## src/rtl/core/grc_pkg.sv

```systemverilog
`timescale 1ns / 1ps
// Shared types, constants and command codes for the grid ray caster core.
// Used by every module under rtl/core except grc_ram; no dependencies of its own.
package grc_pkg;

	localparam int MAP_SIZE    = 32;
	localparam int MAP_BITS    = $clog2(MAP_SIZE);
	localparam int MAP_DEPTH   = MAP_SIZE * MAP_SIZE;
	localparam int ADDR_W      = 2 * MAP_BITS;
	localparam int CELL_W      = 3;
	localparam int MAX_STEPS   = 100;
	localparam int STEP_W      = $clog2(MAX_STEPS + 1);
	localparam int TEX_SIZE    = 64;
	localparam int TEX_W       = $clog2(TEX_SIZE);
	localparam int MAX_COLUMNS = 1024;

	localparam int POS_W  = 21;
	localparam int VEC_W  = 18;
	localparam int SCR_W  = 11;
	localparam int COL_W  = 10;
	localparam int CFG_W  = 21;
	localparam int IDX_W  = 4;

	localparam int CAM_W   = 29;
	localparam int RAY_W   = 30;
	localparam int DEN_W   = 29;
	localparam int NUM_W   = 33;
	localparam int DELTA_W = 41;
	localparam int SD_W    = 48;
	localparam int PERP_W  = 24;
	localparam int MUL_W   = 31;
	localparam int PROD_W  = 62;
	localparam int CRD_W   = $clog2(MAP_SIZE + MAX_STEPS) + 2;
	localparam int HGT_W   = 11;
	localparam int SPAN_W  = 10;

	localparam logic [DELTA_W-1:0] DELTA_INF = DELTA_W'(1) << 40;

	// register indices
	localparam logic [IDX_W-1:0] REG_POS_X    = 4'd0;
	localparam logic [IDX_W-1:0] REG_POS_Y    = 4'd1;
	localparam logic [IDX_W-1:0] REG_DIR_X    = 4'd2;
	localparam logic [IDX_W-1:0] REG_DIR_Y    = 4'd3;
	localparam logic [IDX_W-1:0] REG_PLANE_X  = 4'd4;
	localparam logic [IDX_W-1:0] REG_PLANE_Y  = 4'd5;
	localparam logic [IDX_W-1:0] REG_SCREEN_W = 4'd6;
	localparam logic [IDX_W-1:0] REG_SCREEN_H = 4'd7;

	typedef struct packed {
		logic [POS_W-1:0] pos_x;
		logic [POS_W-1:0] pos_y;
		logic [VEC_W-1:0] dir_x;
		logic [VEC_W-1:0] dir_y;
		logic [VEC_W-1:0] plane_x;
		logic [VEC_W-1:0] plane_y;
		logic [SCR_W-1:0] screen_width;
		logic [SCR_W-1:0] screen_height;
	} cfg_t;

	typedef logic [4:0] op_t;
	localparam op_t OP_NOP    = 5'd0;
	localparam op_t OP_CLEAR  = 5'd1;
	localparam op_t OP_MAPWR  = 5'd2;
	localparam op_t OP_INIT   = 5'd3;
	localparam op_t OP_CAM    = 5'd4;
	localparam op_t OP_MULX   = 5'd5;
	localparam op_t OP_MULY   = 5'd6;
	localparam op_t OP_RDY    = 5'd7;
	localparam op_t OP_DX     = 5'd8;
	localparam op_t OP_DY     = 5'd9;
	localparam op_t OP_SX_LO  = 5'd10;
	localparam op_t OP_SX_HI  = 5'd11;
	localparam op_t OP_SY_LO  = 5'd12;
	localparam op_t OP_SY_HI  = 5'd13;
	localparam op_t OP_SY_END = 5'd14;
	localparam op_t OP_STEP   = 5'd15;
	localparam op_t OP_CHECK  = 5'd16;
	localparam op_t OP_PERP   = 5'd17;
	localparam op_t OP_TEX    = 5'd18;
	localparam op_t OP_FINISH = 5'd19;

	typedef struct packed {
		op_t op;
	} cmd_t;

	typedef struct packed {
		logic div_busy;
		logic stop;
		logic clr_last;
	} sts_t;

endpackage

```

## src/rtl/core/grc_ctrl.sv

```systemverilog
`timescale 1ns / 1ps
// Sequencer for the ray caster: issues one datapath command per cycle.
// Depends on grc_pkg.
module grc_ctrl (
	input  logic          clk,
	input  logic          arst_n,
	input  logic          start,
	input  logic          req_type,
	input  grc_pkg::sts_t sts,
	output grc_pkg::cmd_t cmd,
	output logic          busy
);

	localparam logic [4:0] ST_CLEAR      = 5'd0;
	localparam logic [4:0] ST_IDLE       = 5'd1;
	localparam logic [4:0] ST_CAM_WAIT   = 5'd2;
	localparam logic [4:0] ST_CAM        = 5'd3;
	localparam logic [4:0] ST_MULX       = 5'd4;
	localparam logic [4:0] ST_MULY       = 5'd5;
	localparam logic [4:0] ST_RDY        = 5'd6;
	localparam logic [4:0] ST_DX_WAIT    = 5'd7;
	localparam logic [4:0] ST_DX         = 5'd8;
	localparam logic [4:0] ST_DY_WAIT    = 5'd9;
	localparam logic [4:0] ST_DY         = 5'd10;
	localparam logic [4:0] ST_SX_LO      = 5'd11;
	localparam logic [4:0] ST_SX_HI      = 5'd12;
	localparam logic [4:0] ST_SY_LO      = 5'd13;
	localparam logic [4:0] ST_SY_HI      = 5'd14;
	localparam logic [4:0] ST_SY_END     = 5'd15;
	localparam logic [4:0] ST_STEP       = 5'd16;
	localparam logic [4:0] ST_CHECK      = 5'd17;
	localparam logic [4:0] ST_PERP       = 5'd18;
	localparam logic [4:0] ST_TEX        = 5'd19;
	localparam logic [4:0] ST_SLICE_WAIT = 5'd20;
	localparam logic [4:0] ST_FINISH     = 5'd21;

	logic [4:0] state_q;
	logic [4:0] state_d;
	logic       accept;

	assign accept = start && (state_q == ST_IDLE);
	assign busy   = (state_q != ST_IDLE);

	always_comb begin
		state_d = state_q;
		cmd.op  = grc_pkg::OP_NOP;
		unique case (state_q)
			ST_CLEAR: begin
				cmd.op = grc_pkg::OP_CLEAR;
				if (sts.clr_last) begin
					state_d = ST_IDLE;
				end
			end
			ST_IDLE: begin
				if (accept) begin
					if (req_type) begin
						cmd.op = grc_pkg::OP_MAPWR;
					end else begin
						cmd.op  = grc_pkg::OP_INIT;
						state_d = ST_CAM_WAIT;
					end
				end
			end
			ST_CAM_WAIT: begin
				if (!sts.div_busy) begin
					state_d = ST_CAM;
				end
			end
			ST_CAM: begin
				cmd.op  = grc_pkg::OP_CAM;
				state_d = ST_MULX;
			end
			ST_MULX: begin
				cmd.op  = grc_pkg::OP_MULX;
				state_d = ST_MULY;
			end
			ST_MULY: begin
				cmd.op  = grc_pkg::OP_MULY;
				state_d = ST_RDY;
			end
			ST_RDY: begin
				cmd.op  = grc_pkg::OP_RDY;
				state_d = ST_DX_WAIT;
			end
			ST_DX_WAIT: begin
				if (!sts.div_busy) begin
					state_d = ST_DX;
				end
			end
			ST_DX: begin
				cmd.op  = grc_pkg::OP_DX;
				state_d = ST_DY_WAIT;
			end
			ST_DY_WAIT: begin
				if (!sts.div_busy) begin
					state_d = ST_DY;
				end
			end
			ST_DY: begin
				cmd.op  = grc_pkg::OP_DY;
				state_d = ST_SX_LO;
			end
			ST_SX_LO: begin
				cmd.op  = grc_pkg::OP_SX_LO;
				state_d = ST_SX_HI;
			end
			ST_SX_HI: begin
				cmd.op  = grc_pkg::OP_SX_HI;
				state_d = ST_SY_LO;
			end
			ST_SY_LO: begin
				cmd.op  = grc_pkg::OP_SY_LO;
				state_d = ST_SY_HI;
			end
			ST_SY_HI: begin
				cmd.op  = grc_pkg::OP_SY_HI;
				state_d = ST_SY_END;
			end
			ST_SY_END: begin
				cmd.op  = grc_pkg::OP_SY_END;
				state_d = ST_STEP;
			end
			ST_STEP: begin
				cmd.op  = grc_pkg::OP_STEP;
				state_d = ST_CHECK;
			end
			ST_CHECK: begin
				cmd.op  = grc_pkg::OP_CHECK;
				state_d = sts.stop ? ST_PERP : ST_STEP;
			end
			ST_PERP: begin
				cmd.op  = grc_pkg::OP_PERP;
				state_d = ST_TEX;
			end
			ST_TEX: begin
				cmd.op  = grc_pkg::OP_TEX;
				state_d = ST_SLICE_WAIT;
			end
			ST_SLICE_WAIT: begin
				if (!sts.div_busy) begin
					state_d = ST_FINISH;
				end
			end
			ST_FINISH: begin
				cmd.op  = grc_pkg::OP_FINISH;
				state_d = ST_IDLE;
			end
			default: begin
				state_d = ST_IDLE;
			end
		endcase
	end

	always_ff @(posedge clk or negedge arst_n) begin
		if (!arst_n) begin
			state_q <= ST_CLEAR;
		end else begin
			state_q <= state_d;
		end
	end

	a_check_after_step: assert property (@(posedge clk) disable iff (!arst_n)
		state_q == ST_CHECK |-> $past(state_q) == ST_STEP)
		else $error("map check without a preceding step");

	a_cast_goes_busy: assert property (@(posedge clk) disable iff (!arst_n)
		(start && !busy && !req_type) |=> busy)
		else $error("cast beat accepted but sequencer stayed idle");

	a_cam_after_div: assert property (@(posedge clk) disable iff (!arst_n)
		state_q == ST_CAM |-> !sts.div_busy)
		else $error("camera value taken while divider busy");

endmodule

```

## config.mk

```make
export PLATFORM = sky130hd
export DESIGN_NAME = grc_ctrl
export DESIGN_NICKNAME = d
export VERILOG_FILES = /design/src/rtl/core/grc_pkg.sv /design/src/rtl/core/grc_ctrl.sv
export SDC_FILE = /design/constraint.sdc
export NUM_CORES = 1
export LEC_CHECK = 0
export BUFFER_PORTS_ARGS = -buffer_cell sky130_fd_sc_hd__buf_2
export CAP_MARGIN = 20
export CORE_AREA = 2 2 39 41
export CTS_BUF_LIST = sky130_fd_sc_hd__clkbuf_4 sky130_fd_sc_hd__clkbuf_8 sky130_fd_sc_hd__clkbuf_16
export DETAILED_ROUTE_END_ITERATION = 10
export DIE_AREA = 0 0 41 43
export PLACE_DENSITY = 0.69
export SYNTH_ARGS = -nofsm -noshare
export SYNTH_HDL_FRONTEND = slang
export SYNTH_SLANG_ARGS = --single-unit
```

## constraint.sdc

```tcl
create_clock -name clk -period 1.8 [get_ports clk]
set_clock_uncertainty 0.05 [all_clocks]
set_input_delay 0.36 -clock clk [delete_from_list [all_inputs] [get_ports clk]]
set_output_delay 0.36 -clock clk [all_outputs]
set_load 0.02 [all_outputs]
```

==> metrics.cfg <==
[sta]
max_freq_ghz=0.4954
fin_crit_sh_pct=112.1
finalCriticalPeriod_ns=2.019
final.setup.worst_slack_ns=-0.2185
finalSetupViolations=4
drv_slew=0
rsz0062_at_grt=yes
relSlewSlack_pct=76.52
worst_slew_pin_slew_ns=0.3473
setup_tns_ns=-0.3703
final_hold_viol_count=0

[worst_setup_path]
critPathRequiredTime_ns=1.39
worstSetupPathType=reg2out
start_kind=register
worst_path_max_delay_cell=dfrtp_2
critPathMaxFanout=6
cp_top_family=flip-flops
cp-end-kind=output pin
r2r_cells=6
path_depth=4
critPathMaxStageDelay_ns=0.45
cp_cell_sequence=or3_1 -> a21oi_1 -> o31a_1 -> buf_6
worst-path-buf-inv=1
cp.arrival_ns=1.61

[clock_network]
cts-root-buf=clkbuf_4
clk_path_buf_depth=2
clk_latency_ns=0.24
htree_levels=1
clkTransAtPathRegs_ns=0.04
clkSinkCount=5
cts_tree=built
cts_buffers=3

[yosys]
syn-instance-count=82
ys_types=39
syn_nets=89
synth_seq_cells=5
yosys_warnings=0
ys_seq_area_share_pct=20.75
synth_area_um2=603.1
avgSynthCellArea_um2=7.355

[power]
p_seq_share_pct=14.4
p_clk_share_pct=7.0
p_int_mw=1.093
total_power_mw=2.006
p_per_area_mw_per_mm2=2115
p_switching_mw=0.9128
p_comb_share_pct=78.6
p_sw_share_pct=45.51
vdd_drop_max_v=0.001006
leakage_nw=0.4367

[grt]
grt_max_degree=15
grt_pass1_wl_um=2711
grt_pass1_vias=631
grt_antenna_before_repair=0
grt_util_all_layers_pct=22.22
overflow=0

[final_layout]
largest_reg_flops=5
area_growth_pct=57.26
nets=121
diodes=0
fillCellCount=115
mostFrequentLayoutCell=buf_4
top_regs=state_q (5)
final_cell_mix=buf_4, buf_2, a21oi_1, nand2_1, buf_6
largest_register=state_q
drive_above_1_share_pct=51.33

[route]
first_iter_violations=28
ant_nets=0
wl_per_cell_um=14.64
drt_pass1_iterations=4
viasPerCell=6.016
via_count=776
drc=0
wirelength_um=1889

[floorplanning]
coreArea_mm2=0.001384
die_y_um=43
initial_core_util_pct=43.58
ioPinCount=13
die_w_um=41
rows=14
fp.dieArea_mm2=0.001763

[placed_design]
portBuffers=12
routabilityCongestion=0.8412
dp_hpwl_um=1066

[run_status]
failed_checks=negative setup slack
status=finished, violations left

[flow_run]
timing.max_cap.violations=0

[min_path]
hold_path_class=in2reg
hold_depth=3

## final timing paths
kind | startpoint | endpoint | slack, ns
max | state_q[1]$_DFFE_PN0P_ | cmd[1] | -0.22
min | sts[2] | state_q[3]$_DFFE_PN0P_ | 0.36
max reg2reg | state_q[1]$_DFFE_PN0P_ | state_q[0]$_DFFE_PN0P_ | -0.02
min reg2reg | state_q[4]$_DFFE_PN0P_ | state_q[3]$_DFFE_PN0P_ | 0.59
max in group asynchronous | arst_n | state_q[3]$_DFFE_PN0P_ | 1.15
min in group asynchronous | arst_n | state_q[1]$_DFFE_PN0P_ | 0.41
## cell usage after synthesis
master	instances	area, µm²
nor4b_2	1	15.01
and3b_1	2	17.52
or2_1	1	6.260
a22oi_1	1	7.510
inv_1	3	11.26
or2_4	1	8.760
and2_1	2	12.51
nor2_1	6	22.52
or3_1	3	18.77
dfrtp_1	5	125.1
nor2b_1	6	37.54
a21oi_1	8	40.04
o211ai_1	1	7.510
nand2b_1	1	6.260
nor4_1	1	6.260
and3_1	1	6.260
clkbuf_1	4	15.01
o32ai_1	1	8.760
mux2i_1	1	10.01
o21ai_1	1	5.000
nand3_1	2	10.01
mux2_1	1	11.26
o31a_1	1	8.760
a31oi_1	1	6.260
a31o_1	1	8.760
nor4b_1	1	8.760
o21ai_0	4	20.02
buf_2	2	10.01
o21a_1	1	7.510
nand3b_1	1	7.510
buf_6	2	22.52
nand2_1	7	26.28
a311oi_1	1	8.760
nor3b_1	1	7.510
o211a_1	1	10.01
a32o_1	2	20.02
a211o_1	1	8.760
a211oi_1	1	7.510
nor3_1	1	5.000
## logic make-up after synthesis
kind of cell,Yosys count,synth area share [%]
AOI/OAI and AO/OA,26,29.05
buffers and inverters,11,9.750
DFF,5,20.75
muxes,2,3.527
and+or+nand+nor,38,36.93
## metal layers
metal | vias up | wire, µm | GRT usage [%]
met3 | 11 | 156 | 3.141
met2 | 47 | 891 | 34.06
met4 | 0 | 82 | 8.667
met5 | - | 0 | 0
met1 | 357 | 759 | 30.16
li1 | 361 | - | -
## power groups by stage
stage	Clock, mW	Combinational (mW)	Sequential, mW
5_1_grt	0.156	1.69	0.294
3_5_place_dp	0	1.03	0.299
2_1_floorplan	0	0.872	0.196
6_report	0.141	1.58	0.288
4_1_cts	0.147	1.31	0.284
3_3_place_gp	0	1.02	0.294
## timing repair
action,CTS,global route
buffers inserted,7,8
gates resized for setup,17,16
hold endpoints to repair,5,0
endpoints found under the setup margin,6,8
pin swaps,3,5
hold buffers,1,0
## worst register-to-register path, cell delays in order, from the launching register on
cell and delay (ns):
dfrtp_2 0.45, buf_6 0.15, buf_4 0.14, nor4b_1 0.15, a32o_2 0.27, nor3_2 0.18
mux2_4 0.31
## area by class of cell
class | count | area, µm² | area share [%]
Clock buffer | 4 | 30.03 | 3.166
Inverter | 3 | 11.26 | 1.187
Multi-Input combinational cell | 66 | 476.7 | 50.26
Sequential cell | 5 | 130.1 | 13.72
Tap cell | 16 | 20.02 | 2.111
Timing Repair Buffer | 35 | 280.3 | 29.55
## through the flow
step                      cells  setup slack, ns  util, %  area [µm²]  hold slack, ns
final                       129          -0.2185    68.54       948.4          0.3635
after global routing        129          -0.2731    68.54       948.4          0.3915
after CTS                   122          -0.1154    61.39       849.6          0.3527
after detailed placement    110          0.01515    50.81       703.2          0.1263
after global placement      110          0.03274    50.81       703.2          0.1280
after floorplan              82          0.05754        -       610.6         0.01441
Note: power is estimated with default switching activity, not from simulation.
